**src/rtl/core/u8tw_pkg.sv**
```systemverilog
// Shared types and constants for the UTF-8 text width decoder.
`timescale 1ns / 1ps

package u8tw_pkg;

	// Width of the running x position before the cap at 16 bits.
	localparam int POSITION_BITS = 16;

	// Largest running width: 2^POSITION_BITS - 1, capped at 65535.
	localparam int WIDTH_MAX = (POSITION_BITS >= 16) ? 65535 : ((1 << POSITION_BITS) - 1);

	// Field widths of one result item.
	localparam int CP_W    = 21;
	localparam int ADV_W   = 11;
	localparam int POS_W   = 16;
	localparam int COUNT_W = 16;

	// Lead-byte classes.
	localparam logic [7:0] LEAD2_MASK = 8'hE0;
	localparam logic [7:0] LEAD2_CODE = 8'hC0;
	localparam logic [7:0] LEAD3_MASK = 8'hF0;
	localparam logic [7:0] LEAD3_CODE = 8'hE0;
	localparam logic [7:0] LEAD4_MASK = 8'hF8;
	localparam logic [7:0] LEAD4_CODE = 8'hF0;

	// Configuration register indexes.
	localparam logic REG_TEXT_SCALE = 1'b0;
	localparam logic REG_GLYPH_SIZE = 1'b1;

	// Reset values of the configuration registers.
	localparam logic [7:0] TEXT_SCALE_RESET = 8'd1;
	localparam logic [6:0] GLYPH_SIZE_RESET = 7'd16;

	// One result item.
	typedef struct packed {
		logic [CP_W-1:0]    codepoint;
		logic               wide;
		logic [ADV_W-1:0]   advance;
		logic [POS_W-1:0]   position;
		logic [COUNT_W-1:0] char_count;
		logic               is_end;
		logic               stopped;
	} result_t;

endpackage

```
**src/rtl/core/u8tw_in_stage.sv**
```systemverilog
// Input register stage: captures one byte item and holds it until the decoder takes it.
`timescale 1ns / 1ps

module u8tw_in_stage (
	input  logic       clk,
	input  logic       arst_n,
	input  logic       in_valid,
	input  logic [7:0] text_byte,
	input  logic       take,
	output logic       in_stall,
	output logic       valid_s1,
	output logic [7:0] byte_s1
);
	import u8tw_pkg::*;

	logic accept;

	// The stage is free when empty or when its item moves on this cycle.
	assign in_stall = valid_s1 & ~take;
	assign accept   = in_valid & ~in_stall;

	// Valid flag of the stage.
	always_ff @(posedge clk or negedge arst_n) begin
		if (!arst_n) begin
			valid_s1 <= 1'b0;
		end else if (accept) begin
			valid_s1 <= 1'b1;
		end else if (take) begin
			valid_s1 <= 1'b0;
		end
	end

	// Byte payload.
	always_ff @(posedge clk) begin
		if (accept) begin
			byte_s1 <= text_byte;
		end
	end

endmodule

```
**src/rtl/core/u8tw_core.sv**
```systemverilog
// Decoder state and per-byte decode, advance and running width logic.
`timescale 1ns / 1ps

module u8tw_core (
	input  logic                clk,
	input  logic                arst_n,
	input  logic                fire,
	input  logic [7:0]          byte_s1,
	input  logic [7:0]          text_scale,
	input  logic [6:0]          glyph_size,
	output logic                res_valid,
	output u8tw_pkg::result_t   res
);
	import u8tw_pkg::*;

	logic [1:0]         pend_q, pend_n;
	logic [CP_W-1:0]    acc_q, acc_n, acc_shift, emit_cp;
	logic               halt_q, halt_n;
	logic [POS_W-1:0]   width_q, width_n;
	logic [COUNT_W-1:0] count_q, count_n, count_inc;
	logic               emit, wide;
	logic [ADV_W-1:0]   adv;
	logic [POS_W:0]     width_sum;

	// Continuation bytes contribute their low six bits.
	assign acc_shift = {acc_q[CP_W-7:0], byte_s1[5:0]};

	// Codepoint attributes of an emitted character.
	assign wide      = |emit_cp[CP_W-1:7];
	assign adv       = wide ? ((text_scale == 8'd2) ? {3'd0, glyph_size, 1'b0}
	                                                : {4'd0, glyph_size})
	                        : ({1'b0, text_scale, 2'b00} + {2'b00, text_scale, 1'b0});
	assign count_inc = (count_q == {COUNT_W{1'b1}}) ? count_q : count_q + 1'b1;
	assign width_sum = {1'b0, width_q} + {{(POS_W+1-ADV_W){1'b0}}, adv};

	// Next state and result for the byte in the input stage.
	always_comb begin
		pend_n    = pend_q;
		acc_n     = acc_q;
		halt_n    = halt_q;
		width_n   = width_q;
		count_n   = count_q;
		emit      = 1'b0;
		emit_cp   = {{(CP_W-8){1'b0}}, byte_s1};
		res_valid = 1'b0;
		res       = '0;

		if (byte_s1 == 8'd0) begin
			// End of string: report totals and start over.
			res_valid      = 1'b1;
			res.position   = width_q;
			res.char_count = count_q;
			res.is_end     = 1'b1;
			res.stopped    = halt_q | (pend_q != 2'd0);
			pend_n         = 2'd0;
			acc_n          = '0;
			halt_n         = 1'b0;
			width_n        = '0;
			count_n        = '0;
		end else if (halt_q) begin
			// Bytes after a stop are dropped.
			emit = 1'b0;
		end else if (pend_q != 2'd0) begin
			// Continuation byte.
			acc_n  = acc_shift;
			pend_n = pend_q - 2'd1;
			if (pend_q == 2'd1) begin
				acc_n = '0;
				if (acc_shift == '0) begin
					halt_n = 1'b1;
				end else begin
					emit    = 1'b1;
					emit_cp = acc_shift;
				end
			end
		end else if (!byte_s1[7]) begin
			// Plain ASCII.
			emit = 1'b1;
		end else if ((byte_s1 & LEAD2_MASK) == LEAD2_CODE) begin
			acc_n  = {{(CP_W-5){1'b0}}, byte_s1[4:0]};
			pend_n = 2'd1;
		end else if ((byte_s1 & LEAD3_MASK) == LEAD3_CODE) begin
			acc_n  = {{(CP_W-4){1'b0}}, byte_s1[3:0]};
			pend_n = 2'd2;
		end else if ((byte_s1 & LEAD4_MASK) == LEAD4_CODE) begin
			acc_n  = {{(CP_W-3){1'b0}}, byte_s1[2:0]};
			pend_n = 2'd3;
		end else begin
			// Stray continuation byte or an illegal lead byte.
			halt_n = 1'b1;
		end

		if (emit) begin
			res_valid      = 1'b1;
			res.codepoint  = emit_cp;
			res.wide       = wide;
			res.advance    = adv;
			res.position   = width_q;
			res.char_count = count_inc;
			count_n        = count_inc;
			width_n        = (width_sum > (POS_W+1)'(WIDTH_MAX)) ? POS_W'(WIDTH_MAX)
			                                                     : width_sum[POS_W-1:0];
		end
	end

	// Decoder state registers.
	always_ff @(posedge clk or negedge arst_n) begin
		if (!arst_n) begin
			pend_q  <= 2'd0;
			acc_q   <= '0;
			halt_q  <= 1'b0;
			width_q <= '0;
			count_q <= '0;
		end else if (fire) begin
			pend_q  <= pend_n;
			acc_q   <= acc_n;
			halt_q  <= halt_n;
			width_q <= width_n;
			count_q <= count_n;
		end
	end

endmodule

```
**src/rtl/core/u8tw_out_stage.sv**
```systemverilog
// Result register: holds one result item until the receiver takes it.
`timescale 1ns / 1ps

module u8tw_out_stage (
	input  logic              clk,
	input  logic              arst_n,
	input  logic              fire,
	input  logic              res_valid,
	input  u8tw_pkg::result_t res,
	input  logic              out_stall,
	output logic              take,
	output logic              out_valid,
	output u8tw_pkg::result_t out_res
);
	import u8tw_pkg::*;

	// The register can load when empty or when its item leaves this cycle.
	assign take = ~out_valid | ~out_stall;

	// Valid flag.
	always_ff @(posedge clk or negedge arst_n) begin
		if (!arst_n) begin
			out_valid <= 1'b0;
		end else if (take) begin
			out_valid <= fire & res_valid;
		end
	end

	// Result payload.
	always_ff @(posedge clk) begin
		if (take && fire && res_valid) begin
			out_res <= res;
		end
	end

endmodule

```
**src/rtl/core/utf8_decode_text_width.sv**
```systemverilog
// Top level of the UTF-8 text width decoder.
// Usage:
//   Input channel: one string byte per item on text_byte with in_valid/in_stall.
//   A zero byte ends the string. Each byte gives at most one result item.
//   Output channel: codepoint, wide, advance, position, char_count, is_end and
//   stopped with out_valid/out_stall. Every decoded character gives one item;
//   the zero byte gives a final item with is_end set and the total width.
//   Lead bytes, pending continuation bytes and bytes after a stop give none.
//   Configuration: write text_scale (index 0) or glyph_size (index 1) through
//   cfg_wr_en/cfg_index/cfg_wdata while no item is in flight.
// Timing:
//   One byte is accepted every cycle while in_stall is low. A byte waits in the
//   input register and is decoded into the result register when that register
//   can load. The running width and count feed back within the decode stage.
// Reset: arst_n clears both stages and the decoder state and sets text_scale
//   to 1 and glyph_size to 16.
// Stall: while out_stall holds a waiting result, the input register still
//   takes one more byte if it is empty, then in_stall rises until the result is taken.
`timescale 1ns / 1ps

module utf8_decode_text_width (
	input  logic        clk,
	input  logic        arst_n,
	input  logic        in_valid,
	output logic        in_stall,
	input  logic [7:0]  text_byte,
	input  logic        cfg_wr_en,
	input  logic        cfg_index,
	input  logic [7:0]  cfg_wdata,
	output logic        out_valid,
	input  logic        out_stall,
	output logic [20:0] codepoint,
	output logic        wide,
	output logic [10:0] advance,
	output logic [15:0] position,
	output logic [15:0] char_count,
	output logic        is_end,
	output logic        stopped
);
	import u8tw_pkg::*;

	logic       text_scale_q_valid_unused;
	logic [7:0] text_scale_q;
	logic [6:0] glyph_size_q;
	logic       valid_s1;
	logic [7:0] byte_s1;
	logic       take;
	logic       fire;
	logic       res_valid;
	result_t    res;
	result_t    out_res;

	assign text_scale_q_valid_unused = 1'b0;

	// Configuration registers.
	always_ff @(posedge clk or negedge arst_n) begin
		if (!arst_n) begin
			text_scale_q <= TEXT_SCALE_RESET;
			glyph_size_q <= GLYPH_SIZE_RESET;
		end else if (cfg_wr_en) begin
			case (cfg_index)
				REG_TEXT_SCALE: text_scale_q <= cfg_wdata;
				REG_GLYPH_SIZE: glyph_size_q <= cfg_wdata[6:0];
				default:        text_scale_q <= text_scale_q;
			endcase
		end
	end

	// The byte in the input register is decoded when the result register can load.
	assign fire = valid_s1 & take & ~text_scale_q_valid_unused;

	u8tw_in_stage u_in (
		.clk       (clk),
		.arst_n    (arst_n),
		.in_valid  (in_valid),
		.text_byte (text_byte),
		.take      (take),
		.in_stall  (in_stall),
		.valid_s1  (valid_s1),
		.byte_s1   (byte_s1)
	);

	u8tw_core u_core (
		.clk        (clk),
		.arst_n     (arst_n),
		.fire       (fire),
		.byte_s1    (byte_s1),
		.text_scale (text_scale_q),
		.glyph_size (glyph_size_q),
		.res_valid  (res_valid),
		.res        (res)
	);

	u8tw_out_stage u_out (
		.clk       (clk),
		.arst_n    (arst_n),
		.fire      (fire),
		.res_valid (res_valid),
		.res       (res),
		.out_stall (out_stall),
		.take      (take),
		.out_valid (out_valid),
		.out_res   (out_res)
	);

	// Result fields.
	assign codepoint  = out_res.codepoint;
	assign wide       = out_res.wide;
	assign advance    = out_res.advance;
	assign position   = out_res.position;
	assign char_count = out_res.char_count;
	assign is_end     = out_res.is_end;
	assign stopped    = out_res.stopped;

endmodule

```
**config.mk**
```make
export PLATFORM = sky130hd
export DESIGN_NAME = utf8_decode_text_width
export DESIGN_NICKNAME = d
export VERILOG_FILES = /design/src/rtl/core/u8tw_pkg.sv /design/src/rtl/core/u8tw_in_stage.sv /design/src/rtl/core/u8tw_core.sv /design/src/rtl/core/u8tw_out_stage.sv /design/src/rtl/core/utf8_decode_text_width.sv
export SDC_FILE = /design/constraint.sdc
export NUM_CORES = 1
export LEC_CHECK = 0
export BUFFER_PORTS_ARGS = -buffer_cell sky130_fd_sc_hd__buf_4
export CAP_MARGIN = 40
export CELL_PAD_IN_SITES_DETAIL_PLACEMENT = 1
export CELL_PAD_IN_SITES_GLOBAL_PLACEMENT = 1
export CORE_MARGIN = 10
export CORE_UTILIZATION = 45
export DETAILED_ROUTE_END_ITERATION = 10
export PLACE_DENSITY_LB_ADDON = 0.1
export SYNTH_ARGS = -nofsm -noshare
export SYNTH_HDL_FRONTEND = slang
export SYNTH_HIERARCHICAL = 1
export SYNTH_SLANG_ARGS = --single-unit
```
**constraint.sdc**
```tcl
create_clock -name clk -period 9.37 [get_ports clk]
set_input_delay 0.937 -clock clk [delete_from_list [all_inputs] [get_ports clk]]
set_output_delay 0.937 -clock clk [all_outputs]
set_load 0.01 [all_outputs]
```
==> After elaboration in Yosys (flattened, before gate mapping) <==
Index checks and enable logic that the tools add are counted.
{ "op_classes": {"add_sub_neg": 4, "n_mul": 0, "div_mod_pow": 0, "n_lt_le_gt_ge": 1, "n_eq_ne": 7, "shifts": 0, "n_mux": 48, "bitwise": 11, "n_reduce_logical": 14} }
{ "ops": {"columns": ["operator", "count"], "rows": [
  ["$mux W15", 8],
  ["$mux W21", 5],
  ["$mux W16", 5],
  ["$mux W34", 1],
  ["$mux W32", 1],
  ["$logic_not A21 Y1", 1],
  ["$mux W1", 19],
  ["$add A16 B11 Y17", 1],
  ["$gt A17 B16 Y1 const B", 1],
  ["$add A16 B1 Y16 const B", 1],
  ["$eq A16 B16 Y1 const B", 1],
  ["$mux W2", 7],
  ["$reduce_or A14 Y1", 1],
  ["$add A10 B9 Y11", 1],
  ["$mux W11", 1],
  ["$eq A8 B2 Y1 const B", 1],
  ["$logic_not A8 Y1", 1],
  ["$mux W8", 1],
  ["$reduce_and A2 Y1", 3],
  ["$reduce_bool A2 Y1", 3],
  ["$eq A5 B5 Y1 const B", 1],
  ["$not A1 Y1", 5],
  ["$reduce_bool A5 Y1", 1],
  ["$and A1 B1 Y1", 4],
  ["9 further kinds", 11]
]} }
{ "word_totals": {"regBits": 142, "latchBits": 0, "mem_bits_rw": 0, "mem_bits_ro": 0, "inputBits": 22, "out_inout_bits": 69, "wordCells": 102, "n_memories": 0} }

==> Depth between registers and ports, before layout <==
Gate-level depths: netlist of the first run.
{ "depth": {"word_depth": 12, "ltp_mapped": 17, "ltp_nobuf": 16} }

==> Hierarchy <==
Netlist of the first run, hierarchy kept.
{ "by_module_without_submodules": {"columns": ["module", "instances", "cells_each", "area_per_inst_um2", "seq_area_each_um2"], "rows": [
  ["u8tw_core", 1, 566, 4469.3, 1251.2],
  ["u8tw_out_stage", 1, 72, 2053.2, 2037.0],
  ["utf8_decode_text_width", 1, 34, 614.3, 377.9],
  ["u8tw_in_stage", 1, 13, 297.8, 265.3]
]} }

==> Least setup slack after synthesis of the first run <==
No wires, ideal clock.
{ "synth_path": {"kind": "register to register", "from": "register u_core.pend_q[0]", "to": "register, netlist name u_out/out_res[0]", "setup_ps": 514, "t_arrival_ps": 4899, "required_ps": 8856, "path_slack_ps": 3957, "path_stages_with_launch": 9, "n_path_buf": 2, "synth_period_minus_slack_ps": 5413, "path_cell_list": "dfrtp_1 -> inv_2 -> a211oi_1 -> o41ai_2 -> clkbuf_1 -> nand2_1 -> clkbuf_1 -> nand2_1 -> a21oi_1"} }
{ "synth_between": {"elab_chain_cells": 7, "elab_cells_between_ends": 8, "cone_classes": "1 x eq/ne; 5 x mux; 2 x reduce/logical"} }
{ "synth_lines": {"columns": ["item", "line_no", "text"], "rows": [
  ["from (decl)", "u8tw_core.sv:16", "logic [1:0] pend_q, pend_n;"],
  ["from (signal assigned)", "u8tw_core.sv:115", "pend_q <= pend_n;"],
  ["$eq A2 B1 Y1", "u8tw_core.sv:67", "if (pend_q == 2'd1) begin"],
  ["$mux W1", "u8tw_core.sv:67", null],
  ["$mux W1 (*)", "u8tw_core.sv:63", "end else if (pend_q != 2'd0) begin"],
  ["$mux W1 (*)", "u8tw_core.sv:60", "end else if (halt_q) begin"],
  ["$mux W1 (*)", "u8tw_core.sv:48", "if (byte_s1 == 8'd0) begin"],
  ["$mux W1 (*)", "u8tw_core.sv:93", "if (emit) begin"],
  ["via res_valid", "utf8_decode_text_width.sv:49", "logic res_valid;"],
  ["$logic_and A1 B1 Y1 (*)", "u8tw_out_stage.sv:31", "if (take && fire && res_valid) begin"]
]} }
The timed path passes the listed nets; every way through them passes the cells marked *.
A chain may end at the register's enable or synchronous reset.

==> Worst setup path in the final report of the first run <==
{ "layout_path": {"from": "register u_core.acc_q[7]", "to": "register u_core.width_q[10]"} }
{ "layout_between": {"elab_chain_cells": 12, "elab_cells_between_ends": 19, "cone_classes": "1 x add/sub; 1 x order compare; 13 x mux; 4 x reduce/logical"} }
{ "layout_lines": {"columns": ["item", "line_no", "text"], "rows": [
  ["from (decl)", "u8tw_core.sv:17", "logic [CP_W-1:0] acc_q, acc_n, acc_shift, emit_cp;"],
  ["from (signal assigned)", "u8tw_core.sv:116", "acc_q <= acc_n;"],
  ["$logic_not A21 Y1", "u8tw_core.sv:69", "if (acc_shift == '0) begin"],
  ["$mux W21", "u8tw_core.sv:69", null],
  ["$mux W21", "u8tw_core.sv:67", null],
  ["$mux W21", "u8tw_core.sv:63", null],
  ["$mux W21", "u8tw_core.sv:60", null],
  ["$mux W21", "u8tw_core.sv:48", null],
  ["$reduce_or A14 Y1", "u8tw_core.sv:29", "assign wide = |emit_cp[CP_W-1:7];"],
  ["$mux W11", "u8tw_core.sv:30", "assign adv = wide ? ((text_scale == 8'd2) ? {3'd0, glyph_size, 1'b0}"],
  ["$add A16 B11 Y17", "u8tw_core.sv:34", "assign width_sum = {1'b0, width_q} + {{(POS_W+1-ADV_W){1'b0}}, adv};"],
  ["$gt A17 B16 Y1", "u8tw_core.sv:101", "width_n = (width_sum > (POS_W+1)'(WIDTH_MAX)) ? POS_W'(WIDTH_MAX)"],
  ["$mux W16", "u8tw_core.sv:101", null],
  ["$mux W16", "u8tw_core.sv:93", null],
  ["to (signal assigned)", "u8tw_core.sv:118", "width_q <= width_n;"],
  ["to (decl)", "u8tw_core.sv:19", "logic [POS_W-1:0] width_q, width_n;"]
]} }
Several ways; a longest one is shown, not always the timed one.

==> results_dict.tcl, run 1 <==
set metrics [dict create \
    status "finished clean" \
    cp.required_ns 9.67 \
    setup_tns_ns 0 \
    final_common_cell "buf_4" \
    synth-edff-count 75 \
    r2r_cells 13 \
    tightest_slew_ns 0.875 \
    ant_nets 0 \
    drt-pass1-iter-count 5 \
    critPathMaxFanout 17 \
    drv_slew 0 \
    rows 46 \
    initial_core_util 0.463 \
    post_cts_buffers 0 \
    finalWorstSetupSlack_ns 4.78 \
    track_usage 0.190 \
    drc_errors 0 \
    clock.fmax_mhz 218 \
    nNetsFinal 818 \
    async_reset_ff_frac 0.472 \
    hp-class "input pin to async pin" \
    max-vdd-ir-drop_v 0.000144 \
    whs_ns 0.447 \
    synth.distinct_cells 76 \
    io_pins 91 \
    r2r_end "u_core/width_q[10]" \
    hpwl_microns 14700 \
    setup_violations 0 \
    ctsResizeCount 0 \
    cts_max_level 4 \
    cts_sinks 142 \
    cellPowerDensity_nw_per_um2 262 \
    antenna_found_initial 0 \
    portBuffers 90 \
    p_total_mw 2.34 \
    r2r_setup_slack_ns 4.78 \
    netlist_instances 685 \
    area.growth.synth_to_final_pct 20.2 \
    leakage_nw 3.73 \
    rsz0062_at_grt "no" \
    syn_nets 735 \
    via_count 5730 \
    fin_crit_ns 4.59 \
    max_slew_margin 0.415 \
    layout_common_cells "97 x buf_4, 75 x edfxtp_1, 65 x dfrtp_1" \
    seqCellArea_sq_um 3930 \
    wire_per_inst_microns 20.6 \
    fill_cells 1730 \
    worst_clock_skew_ns 0.0126 \
    multi_input_area_sq_um 3220 \
    cts_inserted_buffers 17 \
    critical_path_class "flop to flop" \
    layout-drive-gt1-share 0.225 \
    ys_seq_area_frac 0.529 \
    endpoint_kind "flop" \
    core-area_sq_um 16100 \
    dieArea_sq_um 22100 \
    max-clock-path-buffers 2 \
    grt_max_degree 41 \
    avgSynthCellArea_sq_um 10.9 \
    yosysWarnings 6 \
    synth_area_sq_um 7430 \
    ys_ff_latch 142 \
    final.period_utilization 0.490 \
    die_y_microns 149 \
    clk_pin_slew_ns 0.06 \
    drtIter0Drc 367 \
    first_global_vias 6176 \
    hold_violations 0 \
    reg2reg_from "u_core/acc_q[7]" \
    final_core_utilization 0.557 \
    cp.arrival_ns 4.89 \
    fp.dieW_microns 149 \
    start_kind "flop" \
    holdBufCountCts 0 \
    grt_pass1_wl_microns 33500 \
    pre_cts_ws_ns 4.81 \
    cts_tree "yes" \
    vias_per_cell 5.75 \
    maxCapViolCount 0 \
    synth_ff_type "edfxtp_1" \
    n_antenna_cell 0 \
    clkLatencyLatePin_ns 0.42 \
    place_congestion 0.886 \
    cts_root_buf "clkbuf_16" \
    routed_wl_microns 20600 \
    grt_overflow 0 \
]
[synth_stat cells, types with 3 or more instances]
master,n,area share
nor2_1,43,0.022
a21o_1,5,0.0050
clkbuf_1,28,0.014
ha_1,26,0.044
a32o_1,3,0.0040
inv_1,37,0.019
a211o_1,3,0.0035
a221o_1,10,0.013
mux2_4,8,0.016
mux2_2,8,0.012
a21oi_1,56,0.038
nor3_1,16,0.011
nand3_1,21,0.014
a22o_1,5,0.0059
nand3b_1,3,0.0030
xnor2_1,8,0.0094
and3_1,6,0.0050
o31ai_1,12,0.012
edfxtp_1,75,0.30
nor4_1,6,0.0050
o41ai_1,3,0.0035
dfrtp_1,65,0.22
a31oi_1,7,0.0059
o21ai_0,47,0.032
mux2i_1,6,0.0081
nor4_2,3,0.0050
o211ai_1,3,0.0030
nand4_1,16,0.013
buf_2,3,0.0020
xor2_1,5,0.0059
and2_1,38,0.032
nand2_1,53,0.027
[worst max path at each step]
stage,depth (start not counted),to,from,slack (ns)
floorplan,8,u_out/out_res[0],u_core/pend_q[0],3.96
global placement,13,u_core/width_q[10],u_core/acc_q[7],4.96
detailed placement,13,u_core/width_q[10],u_core/acc_q[7],4.81
CTS,13,u_core/width_q[10],u_core/acc_q[7],4.77
global route,13,u_core/width_q[10],u_core/acc_q[7],4.41
finish,13,u_core/width_q[10],u_core/acc_q[7],4.78
[metal layers]
layer  wire length (microns)  part of all wire  up-vias  GRT usage
li1                        -                 -     2692          -
met1                    8430              0.41     2858      0.216
met3                    1040             0.051       34     0.0516
met2                   10700              0.52      146      0.332
met5                       0                 0        -          0
met4                     433             0.021        0     0.0728
[sequential cells by signal (all words and copies together) (netlist names)]
register and count:
glyph_size_q 7, text_scale_q 8, u_core/acc_q 15, u_core/count_q 16
u_core/halt_q 1, u_core/pend_q 2, u_core/width_q 16, u_in/byte_s1 8
u_in/valid_s1 1, u_out/out_res 67, u_out/out_valid 1
[power by group]
| part | switching, mW | total [mW] | internal, mW |
|---|---|---|---|
| sequential | 0.130 | 0.906 | 0.777 |
| combinational | 0.444 | 0.746 | 0.302 |
| clock | 0.265 | 0.692 | 0.427 |
[critical path, stage by stage (launching register included)]
cell and delay, ns:
dfrtp_1 0.42, nor4_2 0.34, nand4_2 0.27, o211a_1 0.38, nor2_2 0.57, o21ai_0 0.34
fa_1 0.50, nand3_1 0.10, nand2_1 0.11, a21oi_1 0.36, and2b_2 0.30, a2111oi_4 0.36
xnor2_1 0.10, a221o_1 0.33
[cell type report]
type                    count  share of cell area
clock buffers              19              0.0496
clock inverters            13              0.0182
inverters                  38              0.0160
multi-input cells         470               0.360
flip-flops and latches    142               0.440
well taps                 216              0.0302
repair buffers             99              0.0860
[cell families (layout without fill, tap and decap cells)]
kind of cell    after synthesis  in the layout  share of synthesized area
compound gates              182            182                      0.170
xor+xnor                     13             13                     0.0153
fa+ha+maj                    28             28                     0.0491
buf+inv                      73            169                     0.0397
flops                       142            142                      0.529
mux                          22             22                     0.0364
simple gates                225            225                      0.161
[stage by stage]
stage | std cells | area [sq um]
detailed placement | 965 | 8330
global route | 997 | 8940
finish | 997 | 8940
global placement | 962 | 8280
floorplan | 685 | 7430
CTS | 997 | 8940
(Power assumes the default switching activity.)
==> run 2: changes to the inputs <==
CORE_UTILIZATION = 42   (was 45)
clock period = 3.7 ns   (was 9.37 ns; I/O delays follow)
==> run 2 against run 1 <==
  * The run now ends with negative setup slack left
  * Critical endpoint unchanged
  * Global-route usage down 0.087 points
  * Final cell count up 7.8%
  * Total power rose to 2.9 times the previous value
  * Critical path type unchanged
  * Sequential share of layout area down 3.9 points
  * Design area up 9.7%
  * Clock skew down 0.0020 ns
  * Combinational power rose to 3.7 times the previous value
==> results_dict.tcl, run 2 (synthesis results as in run 1) <==
set metrics [dict create \
    p_sw_frac 0.368 \
    start_kind "flop" \
    clk_pin_slew_ns 0.06 \
    place_congestion 0.880 \
    grt_pass1_wl_microns 36000 \
    layout-drive-gt1-share 0.335 \
    tightest_slew_ns 0.930 \
    drc_errors 0 \
    cts_tree "yes" \
    cp.required_ns 4.01 \
    grt_max_degree 68 \
    max-vdd-ir-drop_v 0.000369 \
    routed_wl_microns 22500 \
    worst_path_largest_cell_delay_ns 0.41 \
    hp-class "input pin to flop" \
    clock.fmax_mhz 269 \
    drtIter0Drc 265 \
    leakage_nw 4.10 \
    p_clk_frac 0.257 \
    hold_violations 0 \
    io_pins 91 \
    die_y_microns 153 \
    area.growth.synth_to_final_pct 31.9 \
    r2r_setup_slack_ns -0.01 \
    grt_overflow 0 \
    max_slew_margin 0.378 \
    via_count 6074 \
    p_int_mw 4.29 \
    rsz0062_at_grt "yes" \
    switchingPower_mw 2.50 \
    rows 48 \
    dieArea_sq_um 23400 \
    layout_common_cells "160 x buf_4, 75 x edfxtp_1, 64 x dfrtp_1" \
    wire_per_inst_microns 21.0 \
    cts_sinks 142 \
    critPathMaxFanout 5 \
    cellPowerDensity_nw_per_um2 692 \
    drt-pass1-iter-count 5 \
    fill_cells 1847 \
    core-area_sq_um 17300 \
    final_common_cell "buf_4" \
    violations "negative setup slack" \
    p_total_mw 6.79 \
    fin_crit_ns 3.71 \
    largest-register "u_out/out_res" \
    final.period_utilization 1.00 \
    largest_registers "u_out/out_res x67, u_core/count_q x16, u_core/width_q x16" \
    cp.arrival_ns 4.02 \
    pwr-share-seq 0.335 \
    largest_reg_flops 67 \
    pre_cts_ws_ns -0.117 \
    cts_root_buf "clkbuf_16" \
    max-clock-path-buffers 2 \
    status "finished with violations" \
    drv_slew 0 \
    maxCapViolCount 0 \
    worst_clock_skew_ns 0.0106 \
    fp.dieW_microns 153 \
    nNetsFinal 887 \
    finalWorstSetupSlack_ns -0.0138 \
    initial_core_util 0.430 \
    n_antenna_cell 0 \
    comb_power_share 0.408 \
    ant_nets 0 \
    antenna_found_initial 0 \
    portBuffers 90 \
    setup_violations 1 \
    setup_tns_ns -0.0138 \
    track_usage 0.189 \
    crit_path_cell_trace "nor4_4 > nand4_4 > o41ai_4 > buf_4 > nor2_4 > or3b_4 > nand2_4 > ha_4 > a21oi_2 > o21ai_2 > a21oi_4 > and2b_2 > a2111oi_4 > xnor2_1 > a221o_1" \
    critical_path_class "flop to flop" \
    endpoint_kind "flop" \
    clkLatencyLatePin_ns 0.43 \
    first_global_vias 6541 \
    vias_per_cell 5.65 \
    cts_inserted_buffers 17 \
    cts_max_level 4 \
    cpMaxStageDelayCell "dfrtp_1" \
    hpwl_microns 15500 \
]
-- run 2: cell count changes in the layout (fill, tap and decap cells not counted), sizes merged --
cell	change
inv	-1
clkinv	+2
buf	+67
clkbuf	-2
clkinvlp	+1
dlygate4sd3	+1
nor2	+1
-- run 2: per-stage QoR --
stage	cells	instance area [sq um]	utilization	hold WS [ns]
2_1_floorplan	685	7480	-	0.0744
4_1_cts	1070	9530	0.551	0.0960
6_report	1075	9810	0.567	0.110
3_5_place_dp	1030	8780	0.508	0.242
3_3_place_gp	1028	8750	0.506	0.519
5_1_grt	1075	9810	0.567	0.105
-- run 2: per-layer routing --
layer	GRT usage	part of all wire	up-vias
li1	-	-	2829
met1	0.220	0.41	3057
met2	0.332	0.52	146
met3	0.0382	0.040	42
met4	0.0767	0.026	0
met5	0	0	-
-- run 2: worst paths after layout --
| path | startpoint | end | cells after the start |
|---|---|---|---|
| setup / recovery | u_core/acc_q[14] | u_core/width_q[10] | 15 |
| max in group asynchronous | arst_n | text_scale_q[0] | 3 |
| setup reg to reg | u_core/acc_q[14] | u_core/width_q[10] | 15 |
| hold reg to reg | glyph_size_q[1] | glyph_size_q[1] | 1 |
| min in group asynchronous | arst_n | u_core/acc_q[14] | 2 |
| hold / removal | text_byte[2] | u_in/byte_s1[2] | 1 |
-- run 2: cell type report --
type                    instances  area [sq um]  share of cell area
clock buffers                  17           425              0.0434
well taps                     225           282              0.0287
flip-flops and latches        142          3930               0.401
clock inverters                15           169              0.0172
repair buffers                167          1300               0.133
multi-input cells             471          3550               0.362
inverters                      38           143              0.0145
-- run 2: power by group through the flow --
stage | clock, mW | combinational (mW) | sequential (mW)
global route | 1.85 | 3.03 | 2.31
CTS | 1.78 | 2.47 | 2.24
floorplan | 0 | 1.38 | 2.21
detailed placement | 0 | 2.31 | 2.26
global placement | 0 | 2.21 | 2.24
finish | 1.75 | 2.77 | 2.27
-- run 2: worst max-delay path: cells and delay by family, from the launching register on --
family,cells,cell delay (ns)
AO/OA/AOI/OAI,6,1.25
buffers and inverters,1,0.20
XOR/XNOR,1,0.13
adder cells (fa/ha/maj),1,0.21
flip-flops,1,0.41
AND/OR/NAND/NOR,6,1.38
-- run 2: what timing repair did --
action                     4_1_cts  5_1_grt
hold buffers                     1        0
setup endpoints to repair       16       16
setup buffers                    6        6
cloned                           1        0
pin swaps                        7       11
hold endpoints to repair        11        0
resized for setup               19       40
